==> src/rtl/rru_pkg.sv <==
// Shared constants, status types and rounding helper for the refract/reflect unit.
package rru_pkg;

    localparam int COMP_WIDTH_DEF = 16;
    localparam int FRAC_BITS_DEF  = 14;
    localparam int FIFO_DEPTH     = 4;
    localparam int RND_W          = 128;

    localparam logic MODE_REFLECT = 1'b0;
    localparam logic MODE_REFRACT = 1'b1;

    typedef struct packed {
        logic full;
        logic empty;
    } fq_status_t;

    // Divide by 2^f, round to nearest, ties toward plus infinity.
    function automatic logic signed [RND_W-1:0] rnd_q(
        input logic signed [RND_W-1:0] x,
        input int unsigned             f
    );
        logic signed [RND_W-1:0] half;
        half = 128'sd1 <<< (f - 1);
        return (x + half) >>> f;
    endfunction

endpackage

==> src/rtl/rru_front.sv <==
// Front end: accept ray hits, form the clamped dot product I.N.
module rru_front #(
    parameter int W = rru_pkg::COMP_WIDTH_DEF,
    parameter int F = rru_pkg::FRAC_BITS_DEF
) (
    input  logic                clk,
    input  logic                rst_n,
    input  logic                in_valid,
    output logic                in_ready,
    input  logic                in_mode,
    input  logic signed [W-1:0] in_inc [3],
    input  logic signed [W-1:0] in_nrm [3],
    input  logic [W-1:0]        in_eta,
    output logic                out_valid,
    input  logic                out_ready,
    output logic                out_mode,
    output logic signed [F+1:0] out_d,
    output logic signed [W-1:0] out_inc [3],
    output logic signed [W-1:0] out_nrm [3],
    output logic [W-1:0]        out_eta
);
    localparam int XW = rru_pkg::RND_W;
    localparam int DW = F + 2;
    localparam int OW = ((2 * W > F) ? 2 * W : F) + 4;
    localparam logic signed [OW-1:0] ONE_O = OW'(64'sd1 <<< F);

    logic                  v1_reg, v2_reg;
    logic signed [2*W-1:0] prod1_reg [3];
    logic signed [W-1:0]   inc1_reg [3], nrm1_reg [3];
    logic [W-1:0]          eta1_reg;
    logic                  mode1_reg;
    logic signed [DW-1:0]  d2_reg, d2_next;
    logic signed [W-1:0]   inc2_reg [3], nrm2_reg [3];
    logic [W-1:0]          eta2_reg;
    logic                  mode2_reg;
    logic signed [OW-1:0]  sum;
    logic                  adv;

    assign adv      = !v2_reg || out_ready;
    assign in_ready = adv;

    always_comb
    begin
        sum = OW'(rru_pkg::rnd_q(XW'(prod1_reg[0]), F))
            + OW'(rru_pkg::rnd_q(XW'(prod1_reg[1]), F))
            + OW'(rru_pkg::rnd_q(XW'(prod1_reg[2]), F));
        if (sum > ONE_O)
            d2_next = DW'(ONE_O);
        else if (sum < -ONE_O)
            d2_next = DW'(-ONE_O);
        else
            d2_next = DW'(sum);
    end

    always_ff @(posedge clk or negedge rst_n)
    begin
        if (!rst_n)
        begin
            v1_reg <= 1'b0;
            v2_reg <= 1'b0;
        end
        else if (adv)
        begin
            v1_reg <= in_valid;
            v2_reg <= v1_reg;
        end
    end

    always_ff @(posedge clk)
    begin
        if (adv)
        begin
            for (int i = 0; i < 3; i++)
            begin
                prod1_reg[i] <= in_inc[i] * in_nrm[i];
                inc1_reg[i]  <= in_inc[i];
                nrm1_reg[i]  <= in_nrm[i];
                inc2_reg[i]  <= inc1_reg[i];
                nrm2_reg[i]  <= nrm1_reg[i];
            end
            eta1_reg  <= in_eta;
            mode1_reg <= in_mode;
            d2_reg    <= d2_next;
            eta2_reg  <= eta1_reg;
            mode2_reg <= mode1_reg;
        end
    end

    assign out_valid = v2_reg;
    assign out_mode  = mode2_reg;
    assign out_d     = d2_reg;
    assign out_eta   = eta2_reg;
    assign out_inc   = inc2_reg;
    assign out_nrm   = nrm2_reg;
endmodule

==> config.mk <==
export PLATFORM = sky130hd
export DESIGN_NAME = rru_front
export DESIGN_NICKNAME = d
export VERILOG_FILES = /design/src/rtl/rru_pkg.sv /design/src/rtl/rru_front.sv
export SDC_FILE = /design/constraint.sdc
export NUM_CORES = 2
export LEC_CHECK = 0
export BUFFER_PORTS_ARGS = -buffer_cell sky130_fd_sc_hd__buf_2
export CORE_UTILIZATION = 30
export CTS_CLUSTER_DIAMETER = 120
export CTS_CLUSTER_SIZE = 12
export DETAILED_ROUTE_END_ITERATION = 6
export GPL_ROUTABILITY_DRIVEN = 0
export SLEW_MARGIN = 0
export SYNTH_ARGS = -nofsm -noshare
export SYNTH_HDL_FRONTEND = slang
export SYNTH_SLANG_ARGS = --single-unit
==> constraint.sdc <==
create_clock -name clk -period 16.25 [get_ports clk]
set_clock_uncertainty 0.05 [all_clocks]
set_input_delay 2.4375 -clock clk [delete_from_list [all_inputs] [get_ports clk]]
set_output_delay 2.4375 -clock clk [all_outputs]
set_load 0.02 [all_outputs]
==> flow_summary.html <==
<table>
<tr><th>Metric</th><th>Value</th></tr>
<tr><th colspan="2">Layout</th></tr>
<tr><td>Number of inserted diodes</td><td>0</td></tr>
<tr><td>Layout net count</td><td>5024</td></tr>
<tr><td>Flip-flop count of the largest register after layout</td><td>57</td></tr>
<tr><td>Fraction of final layout cells with drive strength greater than 1</td><td>0.0843</td></tr>
<tr><td>Layout-stage area growth over the synthesis result</td><td>10.5%</td></tr>
<tr><td>Highest-count cells in the layout ignoring fill and taps</td><td>884 x sky130_fd_sc_hd__inv_1, 803 x sky130_fd_sc_hd__fa_1, 389 x sky130_fd_sc_hd__nand2_1</td></tr>
<tr><td>Leading cell type in the layout, fill and taps excluded</td><td>sky130_fd_sc_hd__inv_1</td></tr>
<tr><td>Post-layout instance count excluding filler cells</td><td>5599</td></tr>
<tr><th colspan="2">Logic synthesis</th></tr>
<tr><td>Top post-synthesis cells by area</td><td>sky130_fd_sc_hd__fa_1 41%, sky130_fd_sc_hd__edfxtp_1 23%, sky130_fd_sc_hd__inv_1 8.4%</td></tr>
<tr><td>Most instantiated flip-flop cell in the synthesis netlist</td><td>sky130_fd_sc_hd__edfxtp_1</td></tr>
<tr><td>Async S/R FF share, synth</td><td>0.00664</td></tr>
<tr><td>Yosys warns</td><td>0</td></tr>
<tr><td>Seq cells post-synth</td><td>301</td></tr>
<tr><td>Sequential share of the synthesized area</td><td>0.228</td></tr>
<tr><td>Area share of the largest cell type after synthesis</td><td>0.407</td></tr>
<tr><td>Syn nets</td><td>4836</td></tr>
<tr><td>Number of synthesized flops with an enable pin</td><td>299</td></tr>
<tr><td>Post-synthesis instance area</td><td>39500 sq um</td></tr>
<tr><td>Average instance area after synthesis</td><td>10.8 sq um</td></tr>
<tr><td>Instance count of the mapped netlist</td><td>3657</td></tr>
<tr><td>Area leader, netlist</td><td>sky130_fd_sc_hd__fa_1</td></tr>
<tr><td>Number of different library cells in the post-synthesis netlist</td><td>68</td></tr>
<tr><th colspan="2">Hold path</th></tr>
<tr><td>Worst hold path class</td><td>flip-flop to flip-flop</td></tr>
<tr><th colspan="2">STA</th></tr>
<tr><td>Unrepaired setup endpoints after global routing</td><td>no</td></tr>
<tr><td>Fin Setup TNS</td><td>0 ps</td></tr>
<tr><td>Final-report max-slew violation count</td><td>0</td></tr>
<tr><td>Transition at the pin with the smallest max-transition slack</td><td>912 ps</td></tr>
<tr><td>Final Hold Fails</td><td>0</td></tr>
<tr><td>Final critical-path required period</td><td>8300 ps</td></tr>
<tr><td>Top achievable clock speed</td><td>120 MHz</td></tr>
<tr><td>Final setup violation count</td><td>0</td></tr>
<tr><td>Max-slew headroom at the worst pin</td><td>0.392</td></tr>
<tr><td>Post-route clock period utilization</td><td>0.511</td></tr>
<tr><td>Fin worst setup slack</td><td>7950 ps</td></tr>
<tr><th colspan="2">Drt</th></tr>
<tr><td>Drt via density</td><td>4.44</td></tr>
<tr><td>First-iteration detailed-routing DRC count</td><td>1104</td></tr>
<tr><td>Mean routed wirelength per cell</td><td>16.2 microns</td></tr>
<tr><td>Final wirelength</td><td>90500 microns</td></tr>
<tr><td>Post-DRT Antenna Nets</td><td>0</td></tr>
<tr><td>DR vias</td><td>24900</td></tr>
<tr><td>Wire length on met1</td><td>41100 microns</td></tr>
<tr><td>Top layer reached by signal wires</td><td>met5</td></tr>
<tr><td>DR WL met3</td><td>4350 microns</td></tr>
<tr><td>TritonRoute pass-1 iters</td><td>5</td></tr>
<tr><td>DR DRC count</td><td>0</td></tr>
<tr><td>WL met2</td><td>43400 microns</td></tr>
<tr><th colspan="2">Clocking</th></tr>
<tr><td>Clock tree from TritonCTS</td><td>done</td></tr>
<tr><td>Clk sinks</td><td>301</td></tr>
<tr><td>Root cell of the clock tree</td><td>sky130_fd_sc_hd__clkbuf_16</td></tr>
<tr><td>Number of buffers inserted to repair setup after CTS</td><td>0</td></tr>
<tr><td>Htree depth</td><td>2</td></tr>
<tr><td>Number of buffers created by CTS</td><td>35</td></tr>
<tr><td>Number of hold-repair buffers added at the cts stage</td><td>0</td></tr>
<tr><td>Clock insertion delay at the later pin of the skew report</td><td>600 ps</td></tr>
<tr><td>Reg clk slew, reported paths</td><td>70 ps</td></tr>
<tr><td>Post-cts repair resize count</td><td>0</td></tr>
<tr><td>Number of buffers on the longest clock path</td><td>3</td></tr>
<tr><th colspan="2">Floorplan</th></tr>
<tr><td>Die extent in x</td><td>365 microns</td></tr>
<tr><td>Die extent in y</td><td>365 microns</td></tr>
<tr><td># rows</td><td>132</td></tr>
<tr><td>Starting density of the core</td><td>0.304</td></tr>
<tr><td>I/O Pins</td><td>248</td></tr>
<tr><td>Core area</td><td>130000 sq um</td></tr>
<tr><td>Overall die area</td><td>133000 sq um</td></tr>
<tr><th colspan="2">Placement</th></tr>
<tr><td>Post-DP HPWL</td><td>72100 microns</td></tr>
<tr><td>Number of port buffers</td><td>247</td></tr>
<tr><td>Cell total after placement</td><td>5550</td></tr>
<tr><td>Setup Slack @ Placement</td><td>7320 ps</td></tr>
<tr><th colspan="2">Critical path</th></tr>
<tr><td>Setup crit end kind</td><td>flip-flop</td></tr>
<tr><td>Crit path max fanout</td><td>17</td></tr>
<tr><td>Required time at the worst-slack endpoint</td><td>16530 ps</td></tr>
<tr><td>Critical path type</td><td>primary input to flip-flop</td></tr>
<tr><td>Critical path launch point type</td><td>primary input</td></tr>
<tr><td>Worst path arrival time</td><td>8580 ps</td></tr>
<tr><th colspan="2">Run</th></tr>
<tr><td>Maximum Capacitance Violations</td><td>0</td></tr>
<tr><th colspan="2">Global routing</th></tr>
<tr><td>Pin count of the biggest net entering global routing</td><td>100</td></tr>
<tr><td>Vias in the first global route</td><td>27400</td></tr>
<tr><td>Total Routing Usage GR</td><td>0.142</td></tr>
<tr><td>Global-route wire length before repair</td><td>148000 microns</td></tr>
<tr><td>GRT Residual Overflow</td><td>0</td></tr>
<tr><td>Antenna violations before repair</td><td>3</td></tr>
<tr><th colspan="2">Outcome</th></tr>
<tr><td>Result of the run</td><td>complete, no violations</td></tr>
</table>
==> critical path, stage by stage <==
cell	delay (ps)
sky130_fd_sc_hd__buf_2	320
sky130_fd_sc_hd__nand2_1	130
sky130_fd_sc_hd__fa_1	520
sky130_fd_sc_hd__fa_1	520
sky130_fd_sc_hd__fa_1	520
sky130_fd_sc_hd__inv_1	60
sky130_fd_sc_hd__fa_1	490
sky130_fd_sc_hd__fa_1	500
sky130_fd_sc_hd__inv_1	50
sky130_fd_sc_hd__fa_1	470
sky130_fd_sc_hd__inv_1	40
sky130_fd_sc_hd__ha_1	190
sky130_fd_sc_hd__or4_1	500
sky130_fd_sc_hd__a21oi_1	180
sky130_fd_sc_hd__nand4b_1	130
sky130_fd_sc_hd__o221ai_1	230
sky130_fd_sc_hd__nor4_2	330
sky130_fd_sc_hd__o21ai_1	220
sky130_fd_sc_hd__or2_1	270
sky130_fd_sc_hd__a21o_1	200
sky130_fd_sc_hd__a21oi_1	180
sky130_fd_sc_hd__xnor2_1	80
==> per-stage QoR <==
stage	instance area [sq um]	utilization	hold WS, ps
final	43700	0.336	363
after global routing	43700	0.336	368
after CTS	43700	0.336	366
after detailed placement	42600	0.328	355
after global placement	42600	0.328	350
after floorplan	39500	-	350
==> cell type report <==
cell class	instances	area, sq um
clock inverters	13	178
clock buffers	36	880
fillers	13200	86500
well taps	1742	2180
repair buffers	252	1290
inverters	884	3320
flip-flops and latches	301	9030
multi-input cells	2371	26800
==> logic make-up after synthesis <==
group,after synthesis,share of synthesized area
fa+ha+maj,1062,0.488
buf+inv,985,0.0937
simple gates,982,0.126
flops,301,0.228
compound gates,180,0.0308
xor+xnor,143,0.0317
mux,4,0.00108
==> Yosys cell counts, types with 3 or more instances <==
cell type	count
sky130_fd_sc_hd__inv_1	884
sky130_fd_sc_hd__fa_1	803
sky130_fd_sc_hd__nand2_1	389
sky130_fd_sc_hd__and2_1	366
sky130_fd_sc_hd__edfxtp_1	299
sky130_fd_sc_hd__ha_1	259
sky130_fd_sc_hd__clkbuf_1	100
sky130_fd_sc_hd__xnor2_1	100
sky130_fd_sc_hd__nor2_1	78
sky130_fd_sc_hd__a21oi_1	50
sky130_fd_sc_hd__xor2_1	43
sky130_fd_sc_hd__a21o_1	40
sky130_fd_sc_hd__nand3_1	40
sky130_fd_sc_hd__o21ai_0	27
sky130_fd_sc_hd__nand2b_1	23
sky130_fd_sc_hd__nand4_1	16
sky130_fd_sc_hd__and3_1	14
sky130_fd_sc_hd__nor3_1	14
sky130_fd_sc_hd__o21a_1	11
sky130_fd_sc_hd__nor2b_1	10
sky130_fd_sc_hd__nor2_2	8
sky130_fd_sc_hd__a211oi_1	5
sky130_fd_sc_hd__a31oi_1	5
sky130_fd_sc_hd__and4_1	5
sky130_fd_sc_hd__o21ai_1	5
sky130_fd_sc_hd__o21bai_1	5
sky130_fd_sc_hd__or2_2	3
sky130_fd_sc_hd__or3_1	3
==> path summary, 6_finish.rpt <==
check	startpoint	to	slack (ps)	depth (start not counted)
worst max register to register	prod1_reg[0][79]$_DFFE_PP_	out_d[5]$_SDFFCE_PP0P_	10820	18
worst max-delay path	in_nrm[17]	prod1_reg[0][58]$_DFFE_PP_	7950	22
min in group asynchronous	rst_n	v1_reg$_DFFE_PN0P_	1590	1
worst min-delay path	nrm1_reg[0][16]$_DFFE_PP_	out_nrm[16]$_DFFE_PP_	360	0
max in group asynchronous	rst_n	out_valid$_DFFE_PN0P_	14470	1
worst min register to register	nrm1_reg[0][16]$_DFFE_PP_	out_nrm[16]$_DFFE_PP_	360	0
==> routing by layer <==
layer  track usage  vias to the layer above
met3        0.0240                       81
met2         0.235                      483
met1         0.193                    13000
met5             0                        -
li1              -                    11300
met4        0.0308                        2
Power is not shown: default switching activity piles up to over one toggle a cycle in this logic, so the estimate is an artifact.
