==> src/rtl/rru_pkg.sv <==
// Shared constants, status types and rounding helper for the refract/reflect unit.
package rru_pkg;

    localparam int COMP_WIDTH_DEF = 16;
    localparam int FRAC_BITS_DEF  = 14;
    localparam int FIFO_DEPTH     = 4;
    localparam int RND_W          = 128;

    localparam logic MODE_REFLECT = 1'b0;
    localparam logic MODE_REFRACT = 1'b1;

    typedef struct packed {
        logic full;
        logic empty;
    } fq_status_t;

    // Divide by 2^f, round to nearest, ties toward plus infinity.
    function automatic logic signed [RND_W-1:0] rnd_q(
        input logic signed [RND_W-1:0] x,
        input int unsigned             f
    );
        logic signed [RND_W-1:0] half;
        half = 128'sd1 <<< (f - 1);
        return (x + half) >>> f;
    endfunction

endpackage

==> src/rtl/rru_fifo.sv <==
// Short word queue between the front and back ends.
module rru_fifo #(
    parameter int WIDTH = 8,
    parameter int DEPTH = rru_pkg::FIFO_DEPTH
) (
    input  logic                   clk,
    input  logic                   rst_n,
    input  logic                   in_valid,
    output logic                   in_ready,
    input  logic [WIDTH-1:0]       in_data,
    output logic                   out_valid,
    input  logic                   out_ready,
    output logic [WIDTH-1:0]       out_data,
    output rru_pkg::fq_status_t    status
);
    localparam int PW = (DEPTH > 1) ? $clog2(DEPTH) : 1;
    localparam int CW = $clog2(DEPTH + 1);

    logic [WIDTH-1:0] mem_reg [DEPTH];
    logic [PW-1:0]    wr_reg, rd_reg;
    logic [CW-1:0]    cnt_reg;
    logic             push, pop;

    assign status.full  = (cnt_reg == CW'(DEPTH));
    assign status.empty = (cnt_reg == '0);
    assign in_ready     = !status.full;
    assign out_valid    = !status.empty;
    assign push         = in_valid && !status.full;
    assign pop          = out_valid && out_ready;
    assign out_data     = mem_reg[rd_reg];

    always_ff @(posedge clk or negedge rst_n)
    begin
        if (!rst_n)
        begin
            wr_reg  <= '0;
            rd_reg  <= '0;
            cnt_reg <= '0;
        end
        else
        begin
            if (push)
                wr_reg <= (wr_reg == PW'(DEPTH - 1)) ? '0 : wr_reg + 1'b1;
            if (pop)
                rd_reg <= (rd_reg == PW'(DEPTH - 1)) ? '0 : rd_reg + 1'b1;
            if (push && !pop)
                cnt_reg <= cnt_reg + 1'b1;
            else if (pop && !push)
                cnt_reg <= cnt_reg - 1'b1;
        end
    end

    always_ff @(posedge clk)
    begin
        if (push)
            mem_reg[wr_reg] <= in_data;
    end
endmodule

==> config.mk <==
export PLATFORM = sky130hd
export DESIGN_NAME = rru_fifo
export DESIGN_NICKNAME = d
export VERILOG_FILES = /design/src/rtl/rru_pkg.sv /design/src/rtl/rru_fifo.sv
export SDC_FILE = /design/constraint.sdc
export NUM_CORES = 1
export LEC_CHECK = 0
export ABC_AREA = 1
export BUFFER_PORTS_ARGS = -buffer_cell sky130_fd_sc_hd__buf_4
export CAP_MARGIN = 20
export CORE_ASPECT_RATIO = 0.5
export CORE_MARGIN = 10
export CORE_UTILIZATION = 60
export DETAILED_ROUTE_END_ITERATION = 8
export PLACE_DENSITY = 0.83
export SLEW_MARGIN = 20
export SYNTH_ARGS = -nofsm -noshare
export SYNTH_HDL_FRONTEND = slang
export SYNTH_SLANG_ARGS = --single-unit
==> constraint.sdc <==
create_clock -name clk -period 5.4 [get_ports clk]
set_input_delay 0.27 -clock clk [delete_from_list [all_inputs] [get_ports clk]]
set_output_delay 0.27 -clock clk [all_outputs]
set_load 0.01 [all_outputs]
==> impl_metrics.env, run 1 <==
export IMPL_die_w_um=97.39
export IMPL_fin_ws_ns=3.276
export IMPL_initial_utilization_pct=66.14
export IMPL_yosysWarnings=0
export IMPL_fp_coreArea_um2=2716
export IMPL_final_cell_mix="37 x nand2_1, 32 x inv_1, 32 x edfxtp_1"
export IMPL_pre_cts_ws_ns=3.565
export IMPL_netlist_area_um2=1797
export IMPL_nNetsFinal=199
export IMPL_critical_path_depth=4
export IMPL_path_class="flip-flop to output pin"
export IMPL_synth_seq_cells=39
export IMPL_finalCritPeriodShare_pct=39.33
export IMPL_yosysSeqAreaShare_pct=63.23
export IMPL_slew_headroom_pct=32.76
export IMPL_cts_tree="done"
export IMPL_dr_first_iter_drc_count=51
export IMPL_grt_first_pass_wirelength_um=4533
export IMPL_clock_skew_ns=0.005309
export IMPL_post_route_cells_drive_above_1_share_pct=18.78
export IMPL_final_setup_viol_count=0
export IMPL_syn_inst=154
export IMPL_hold_viol_final=0
export IMPL_slowest_delay_ns=1.01
export IMPL_critPathLaunchType="flip-flop"
export IMPL_antenna_found_initial=0
export IMPL_pin_count=24
export IMPL_status="finished, final reports clean"
export IMPL_area_growth_pct=14.14
export IMPL_synth_top_family_by_area="simple AND/OR/NAND/NOR gates"
export IMPL_clk_latency_ns=0.28
export IMPL_critPathMostFrequentCell="nand2_1"
export IMPL_firstDrtPassIters=4
export IMPL_cts_resized=0
export IMPL_remaining_drc_errors=0
export IMPL_drtAntennaViolNets=0
export IMPL_postLayoutCoreUtil_pct=75.50
export IMPL_period_needed_ns=2.124
export IMPL_cts_setup_buffers=0
export IMPL_cp_end_kind="output pin"
export IMPL_cts_buffers=5
export IMPL_drv_cap=0
export IMPL_cts_sinks=39
export IMPL_die_h_um=58.70
export IMPL_worst_pin_slew_ns=1.009
export IMPL_place_inst=209
export IMPL_p_total_mw=1.067
export IMPL_largest_reg_flops=32
export IMPL_hold_buffers=1
export IMPL_crit_fanout=35
export IMPL_crit_chain="nand2_1 -> o211ai_1 -> nand2_1 -> buf_4"
export IMPL_synth_distinct_cells=16
export IMPL_cp_data_arrival_time_ns=1.85
export IMPL_synth_avg_cell_area_um2=11.67
export IMPL_power_density_nw_per_um2=520.5
export IMPL_critPathTopFamily="flip-flops"
export IMPL_ir_worst_vdd_v=0.0002894
export IMPL_synthAdderAreaFrac_pct=5.292
export IMPL_min_path_cells=1
export IMPL_grt_overflow_total=0
export IMPL_grt_usage_pct=10.23
export IMPL_dieArea_um2=5716
export IMPL_gp_congestion=0.8153
export IMPL_worst_path_max_delay_cell="dfrtp_1"
export IMPL_leakage_nw=0.9110
export IMPL_root_buffer="clkbuf_8"
export IMPL_finalNonFillerCells=218
export IMPL_tns_ns=0
export IMPL_syn_nets=173
export IMPL_required_ns=5.13
export IMPL_reg2reg_depth=9
export IMPL_layout_commonest_cell="nand2_1"
export IMPL_post_drt_wl_per_cell_um=13.24
export IMPL_grt_start_max_net_pins=36
export IMPL_diodes=0
export IMPL_synth_compound_area_share_pct=7.242
export IMPL_yosys_area_share_simple_pct=13.93
export IMPL_finalWirelength_um=2887
export IMPL_clock_fmax_mhz=470.8
export IMPL_num_vias=1102
export IMPL_path_buf_inv=1
export IMPL_synthMuxAreaShare_pct=0
export IMPL_ctsHtreeMaxLevel=2
export IMPL_clock_path_buffers=2
export IMPL_drv_slew=0
export IMPL_viasPerCell=5.055
export IMPL_clk_pin_slew_ns=0.07
export IMPL_dp_hpwl_um=2013
export IMPL_rows=13
export IMPL_hold_class="input port to flip-flop"
export IMPL_numPortBuffers=23
export IMPL_grt_setup_unrepaired="false"
export IMPL_synth_xor_area_share_pct=0.4875
export IMPL_grt_pass1_vias=1062
## report_power, final
group,leakage [nW],switching [mW],internal [mW]
logic,0.491,0.224,0.180
clock network,0.0422,0.0879,0.0904
registers,0.378,0.0804,0.404
total,0.911,0.393,0.675
## final cells by class
| type | count | area [um^2] |
|---|---|---|
| inverters | 32 | 120.1 |
| repair buffers | 24 | 182.7 |
| well taps | 37 | 46.29 |
| fillers | 172 | 665.6 |
| clock buffers | 7 | 76.32 |
| flip-flops and latches | 39 | 1136 |
| multi-input cells | 78 | 484.2 |
| clock inverters | 1 | 5.005 |
## cells in the mapped netlist
| master | instances | area, um^2 |
|---|---|---|
| nand2_4 | 2 | 22.52 |
| o21ai_0 | 1 | 5.000 |
| buf_6 | 5 | 56.30 |
| o211ai_2 | 1 | 12.51 |
| xnor2_1 | 1 | 8.760 |
| dfrtp_1 | 7 | 175.2 |
| nand2_1 | 37 | 138.9 |
| nand3_4 | 2 | 35.03 |
| fa_1 | 1 | 20.02 |
| edfxtp_1 | 32 | 960.9 |
| nand3_1 | 5 | 25.02 |
| ha_1 | 6 | 75.07 |
| nor2_1 | 6 | 22.52 |
| nand4_1 | 1 | 6.260 |
| o211ai_1 | 15 | 112.6 |
| inv_1 | 32 | 120.1 |
## metal layers
layer,wire [um],track usage (%),up-vias
li1,-,-,560
met1,1182,9.704,494
met2,1402,17.78,43
met3,242,4.657,5
met4,60,7.613,0
met5,0,0,-
## per-stage QoR
stage	cell area, um^2	hold WS, ns
floorplan	1797	-0.02559
global placement	1959	0.08803
detailed placement	1959	0.08935
CTS	2051	0.1800
global route	2051	0.1681
finish	2051	0.1855
## path summary, 6_finish.rpt
path                                            to                    from  slack, ns
setup / recovery                       out_data[0]   rd_reg[0]$_DFFE_PN0P_       3.28
hold / removal             mem_reg[3][1]$_DFFE_PP_              in_data[1]       0.19
setup reg to reg            cnt_reg[1]$_DFFE_PN0P_  cnt_reg[0]$_DFFE_PN0P_       3.58
hold reg to reg              wr_reg[1]$_DFFE_PN0P_   wr_reg[1]$_DFFE_PN0P_       0.55
max in group asynchronous    wr_reg[1]$_DFFE_PN0P_                   rst_n       4.95
min in group asynchronous   cnt_reg[2]$_DFFE_PN0P_                   rst_n       0.33
## logic make-up (layout without fill, tap and decap cells)
| logic type | after synthesis | in the layout |
|---|---|---|
| adders and majority gates | 7 | 7 |
| AOI/OAI and AO/OA | 17 | 17 |
| and+or+nand+nor | 53 | 53 |
| buffers and inverters | 37 | 64 |
| DFF | 39 | 39 |
| xor gates and xnor gates | 1 | 1 |
Power figures use the tool's default switching activity.
==> run 2, diff against run 1 <==
--- a/config.mk
+++ b/config.mk
@@ -10,9 +10,9 @@
 export CAP_MARGIN = 20
 export CORE_ASPECT_RATIO = 0.5
 export CORE_MARGIN = 10
-export CORE_UTILIZATION = 60
+export CORE_UTILIZATION = 56
 export DETAILED_ROUTE_END_ITERATION = 8
-export PLACE_DENSITY = 0.83
+export PLACE_DENSITY = 0.78
 export SLEW_MARGIN = 20
 export SYNTH_ARGS = -nofsm -noshare
 export SYNTH_HDL_FRONTEND = slang
==> constraint.sdc (replaced) <==
create_clock -name clk -period 2.05 [get_ports clk]
set_input_delay 0.1025 -clock clk [delete_from_list [all_inputs] [get_ports clk]]
set_output_delay 0.1025 -clock clk [all_outputs]
set_load 0.01 [all_outputs]
==> impl_metrics.env, run 2 (synthesis gave the netlist of run 1 again) <==
export IMPL_status="finished, final reports clean"
export IMPL_clock_fmax_mhz=541.3
export IMPL_fp_coreArea_um2=3030
export IMPL_leakage_nw=0.9362
export IMPL_grt_start_max_net_pins=33
export IMPL_grt_pass1_vias=994
export IMPL_initial_utilization_pct=59.29
export IMPL_cp_end_kind="flip-flop"
export IMPL_p_clk_share_pct=16.6
export IMPL_drv_cap=0
export IMPL_remaining_drc_errors=0
export IMPL_tns_ns=0
export IMPL_cts_buffers=5
export IMPL_firstDrtPassIters=4
export IMPL_grt_first_pass_wirelength_um=4402
export IMPL_busiest_layer="met2"
export IMPL_diodes=0
export IMPL_dr_first_iter_drc_count=32
export IMPL_power_density_nw_per_um2=1364
export IMPL_slew_headroom_pct=69.51
export IMPL_finalNonFillerCells=226
export IMPL_crit_fanout=7
export IMPL_final_cell_mix="37 x nand2_1, 32 x inv_1, 32 x edfxtp_1"
export IMPL_clk_pin_slew_ns=0.07
export IMPL_clock_skew_ns=0.001687
export IMPL_period_needed_ns=1.847
export IMPL_netSwitchingPower_mw=1.046
export IMPL_rows=14
export IMPL_slowest_delay_ns=0.42
export IMPL_cts_sinks=39
export IMPL_area_growth_pct=16.64
export IMPL_hold_class="input port to flip-flop"
export IMPL_post_route_cells_drive_above_1_share_pct=21.51
export IMPL_antenna_found_initial=0
export IMPL_combPwrFrac_pct=41.6
export IMPL_hold_viol_final=0
export IMPL_final_setup_viol_count=0
export IMPL_grt_setup_unrepaired="false"
export IMPL_cp_data_arrival_time_ns=2.00
export IMPL_worst_pin_slew_ns=0.4573
export IMPL_fin_ws_ns=0.2028
export IMPL_met1_usage_pct=10.53
export IMPL_grt_overflow_total=0
export IMPL_path_class="flip-flop to flip-flop"
export IMPL_power_frac_seq_pct=41.8
export IMPL_met2_usage_pct=15.86
export IMPL_p_int_mw=1.813
export IMPL_nNetsFinal=204
export IMPL_post_drt_wl_per_cell_um=12.42
export IMPL_numPortBuffers=23
export IMPL_root_buffer="clkbuf_8"
export IMPL_pre_cts_ws_ns=0.1891
export IMPL_die_h_um=60.06
export IMPL_critPathLaunchType="flip-flop"
export IMPL_clock_path_buffers=2
export IMPL_netSwitchingFraction_pct=36.57
export IMPL_largest_reg_flops=32
export IMPL_pin_count=24
export IMPL_finalCritPeriodShare_pct=90.11
export IMPL_layout_commonest_cell="nand2_1"
export IMPL_worst_r2r_setup_slack_ns=0.20
export IMPL_viasPerCell=4.814
export IMPL_ctsHtreeMaxLevel=2
export IMPL_use_met3_pct=4.258
export IMPL_worst_path_max_delay_cell="dfrtp_1"
export IMPL_finalWirelength_um=2806
export IMPL_drtAntennaViolNets=0
export IMPL_clk_latency_ns=0.28
export IMPL_required_ns=2.21
export IMPL_postLayoutCoreUtil_pct=69.16
export IMPL_grt_usage_pct=9.701
export IMPL_gp_congestion=0.8104
export IMPL_dieArea_um2=6012
export IMPL_critPathMostFrequentCell="inv_1"
export IMPL_crit_chain="inv_1 -> nand3_4 -> nand2_4 -> inv_1 -> ha_1 -> inv_1 -> fa_1 -> nand2_1 -> o21ai_0"
export IMPL_cts_tree="done"
export IMPL_ir_worst_vdd_v=0.0007915
export IMPL_die_w_um=100.1
export IMPL_num_vias=1088
export IMPL_dp_hpwl_um=2030
export IMPL_drv_slew=0
export IMPL_p_total_mw=2.859
export IMPL_place_inst=217
-- run 2: final cells by class --
cell class	instances	area [um^2]
flip-flops and latches	39	1136
fillers	228	934.6
multi-input cells	78	484.2
repair buffers	29	220.2
inverters	32	120.1
clock buffers	6	72.57
well taps	40	50.05
clock inverters	2	12.51
-- run 2: worst paths after layout --
kind,cells past startpoint,from,to
max in group asynchronous,2,rst_n,cnt_reg[1]$_DFFE_PN0P_
setup / recovery,9,cnt_reg[0]$_DFFE_PN0P_,cnt_reg[1]$_DFFE_PN0P_
hold reg to reg,1,cnt_reg[0]$_DFFE_PN0P_,cnt_reg[0]$_DFFE_PN0P_
min in group asynchronous,2,rst_n,wr_reg[1]$_DFFE_PN0P_
hold / removal,1,in_data[5],mem_reg[0][5]$_DFFE_PP_
setup reg to reg,9,cnt_reg[0]$_DFFE_PN0P_,cnt_reg[1]$_DFFE_PN0P_
-- run 2: power groups by stage --
| stage | logic [mW] | clock network, mW | registers (mW) |
|---|---|---|---|
| floorplan | 0.876 | 0 | 1.16 |
| global placement | 1.18 | 0 | 1.20 |
| detailed placement | 1.21 | 0 | 1.21 |
| CTS | 1.22 | 0.493 | 1.19 |
| global route | 1.35 | 0.529 | 1.21 |
| finish | 1.19 | 0.475 | 1.19 |
-- run 2: routing by layer --
layer  share of wire, %  wire (um)
met5                  0          0
met3                5.4        152
met4               0.89         25
met1                 45       1262
met2                 49       1366
-- run 2: through the flow --
stage,hold slack (ns),cell area (um^2)
after floorplan,-0.1931,1797
after global placement,-0.08029,2001
after detailed placement,-0.08001,2001
after CTS,0.01336,2096
after global routing,0.007775,2096
final,0.01954,2096
-- run 2: critical path, delay by kind of cell (launching register included) --
kind / cells / cell delay [ns]
adders and majority gates: 2 / 0.62
DFF: 1 / 0.42
AOI/OAI and AO/OA: 1 / 0.06
and+or+nand+nor: 3 / 0.31
buffers and inverters: 3 / 0.31
-- run 2: repair_timing --
item / 4_1_cts / 5_1_grt
hold endpoints to repair: 7 / 0
buffers inserted: 0 / 0
gates resized for setup: 0 / 0
hold buffers: 1 / 0
==> run 3, diff against run 2 <==
--- a/config.mk
+++ b/config.mk
@@ -13,6 +13,7 @@
 export CORE_UTILIZATION = 56
 export DETAILED_ROUTE_END_ITERATION = 8
 export PLACE_DENSITY = 0.78
+export SETUP_SLACK_MARGIN = 0.4
 export SLEW_MARGIN = 20
 export SYNTH_ARGS = -nofsm -noshare
 export SYNTH_HDL_FRONTEND = slang
==> impl_metrics.env, run 3 (synthesis gave the netlist of run 1 again) <==
export IMPL_path_class="flip-flop to flip-flop"
export IMPL_worst_path_max_delay_cell="fa_2"
export IMPL_power_density_nw_per_um2=1445
export IMPL_grt_first_pass_wirelength_um=4761
export IMPL_hold_viol_final=0
export IMPL_clk_latency_ns=0.28
export IMPL_post_drt_wl_per_cell_um=13.12
export IMPL_place_inst=218
export IMPL_crit_chain="inv_2 -> nand3_4 -> nand2_4 -> inv_2 -> ha_4 -> inv_4 -> fa_2 -> nand2_1 -> o21ai_0"
export IMPL_largest_reg_flops=32
export IMPL_remaining_drc_errors=0
export IMPL_area_growth_pct=22.63
export IMPL_grt_usage_pct=10.29
export IMPL_grt_overflow_total=0
export IMPL_required_ns=2.22
export IMPL_final_cell_mix="36 x nand2_1, 36 x buf_4, 32 x edfxtp_1"
export IMPL_drv_slew=0
export IMPL_post_route_cells_drive_above_1_share_pct=29.38
export IMPL_period_needed_ns=1.613
export IMPL_ir_worst_vdd_v=0.0009867
export IMPL_firstDrtPassIters=4
export IMPL_clock_fmax_mhz=619.9
export IMPL_num_vias=1133
export IMPL_place_area_um2=2011
export IMPL_rows=14
export IMPL_viasPerCell=4.842
export IMPL_dp_hpwl_um=2068
export IMPL_critPathMostFrequentCell="inv_2"
export IMPL_pin_count=24
export IMPL_ctsHtreeMaxLevel=2
export IMPL_root_buffer="clkbuf_8"
export IMPL_finalWirelength_um=3069
export IMPL_die_h_um=60.06
export IMPL_cp_end_kind="flip-flop"
export IMPL_fp_coreArea_um2=3030
export IMPL_cts_sinks=39
export IMPL_drv_cap=0
export IMPL_antenna_found_initial=0
export IMPL_grt_start_max_net_pins=36
export IMPL_hold_class="input port to flip-flop"
export IMPL_numPortBuffers=23
export IMPL_crit_fanout=3
export IMPL_tns_ns=0
export IMPL_final_area_um2=2203
export IMPL_finalNonFillerCells=234
export IMPL_diodes=0
export IMPL_final_setup_viol_count=0
export IMPL_clk_pin_slew_ns=0.07
export IMPL_cts_tree="done"
export IMPL_die_w_um=100.1
export IMPL_clock_skew_ns=0.003619
export IMPL_dr_first_iter_drc_count=34
export IMPL_slew_headroom_pct=77.32
export IMPL_finalCritPeriodShare_pct=78.69
export IMPL_grt_pass1_vias=1097
export IMPL_dieArea_um2=6012
export IMPL_initial_utilization_pct=59.29
export IMPL_clock_path_buffers=2
export IMPL_cts_buffers=5
export IMPL_nNetsFinal=212
export IMPL_cp_data_arrival_time_ns=1.78
export IMPL_gp_congestion=0.7953
export IMPL_critPathLaunchType="flip-flop"
export IMPL_leakage_nw=0.9864
export IMPL_status="finished, final reports clean"
export IMPL_slowest_delay_ns=0.43
export IMPL_drtAntennaViolNets=0
export IMPL_grt_setup_unrepaired="true"
export IMPL_worst_pin_slew_ns=0.3402
run 3: final cells by class:
class / count / area, um^2
well taps: 40 / 50.05
clock inverters: 3 / 43.79
repair buffers: 37 / 280.3
clock buffers: 5 / 68.82
fillers: 204 / 827.0
flip-flops and latches: 39 / 1136
inverters: 32 / 122.6
multi-input cells: 78 / 501.7
run 3: metal layers:
layer | up-vias | track usage, % | wire, um
li1 | 581 | - | -
met1 | 534 | 10.51 | 1326
met2 | 16 | 19.52 | 1585
met3 | 2 | 3.913 | 147
met4 | 0 | 3.000 | 10
met5 | - | 0 | 0
run 3: repair_timing:
| item | in CTS | in global routing |
|---|---|---|
| setup endpoints to repair | 2 | 2 |
| hold buffers | 1 | 0 |
| pin swaps | 4 | 3 |
| endpoints found under the hold margin | 7 | 0 |
| resized for setup | 1 | 4 |
| buffers inserted | 5 | 2 |
run 3: path summary, 6_finish.rpt:
path	start	endpoint	slack [ns]	cells after the start
worst max register to register	cnt_reg[1]$_DFFE_PN0P_	cnt_reg[1]$_DFFE_PN0P_	0.44	9
worst min register to register	wr_reg[0]$_DFFE_PN0P_	wr_reg[0]$_DFFE_PN0P_	0.57	2
min in group asynchronous	rst_n	cnt_reg[0]$_DFFE_PN0P_	0.16	2
max in group asynchronous	rst_n	cnt_reg[2]$_DFFE_PN0P_	1.77	2
worst min-delay path	in_data[4]	mem_reg[0][4]$_DFFE_PP_	0.02	1
worst max-delay path	cnt_reg[1]$_DFFE_PN0P_	cnt_reg[1]$_DFFE_PN0P_	0.44	9
run 3: critical path, delay by kind of cell (launching register included):
family,cells,cell delay [ns]
buffers and inverters,3,0.21
and+or+nand+nor,3,0.24
adders and majority gates,2,0.59
DFF,1,0.40
AOI/OAI and AO/OA,1,0.07
run 3: where the power goes:
group / switching, mW / internal [mW]
Clock: 0.258 / 0.362
Sequential: 0.0882 / 1.06
Combinational: 0.783 / 0.628
run 3: metrics by stage:
step | power, mW | hold slack, ns | worst slack (ns) | utilization (%)
floorplan | 2.045 | -0.1931 | 0.3888 | -
global placement | 2.407 | -0.07986 | 0.3654 | 66.35
detailed placement | 2.461 | -0.08012 | 0.2875 | 66.35
CTS | 3.145 | 0.008579 | 0.3815 | 71.72
global route | 3.394 | 0.01017 | 0.3704 | 72.71
finish | 3.183 | 0.01569 | 0.4369 | 72.71
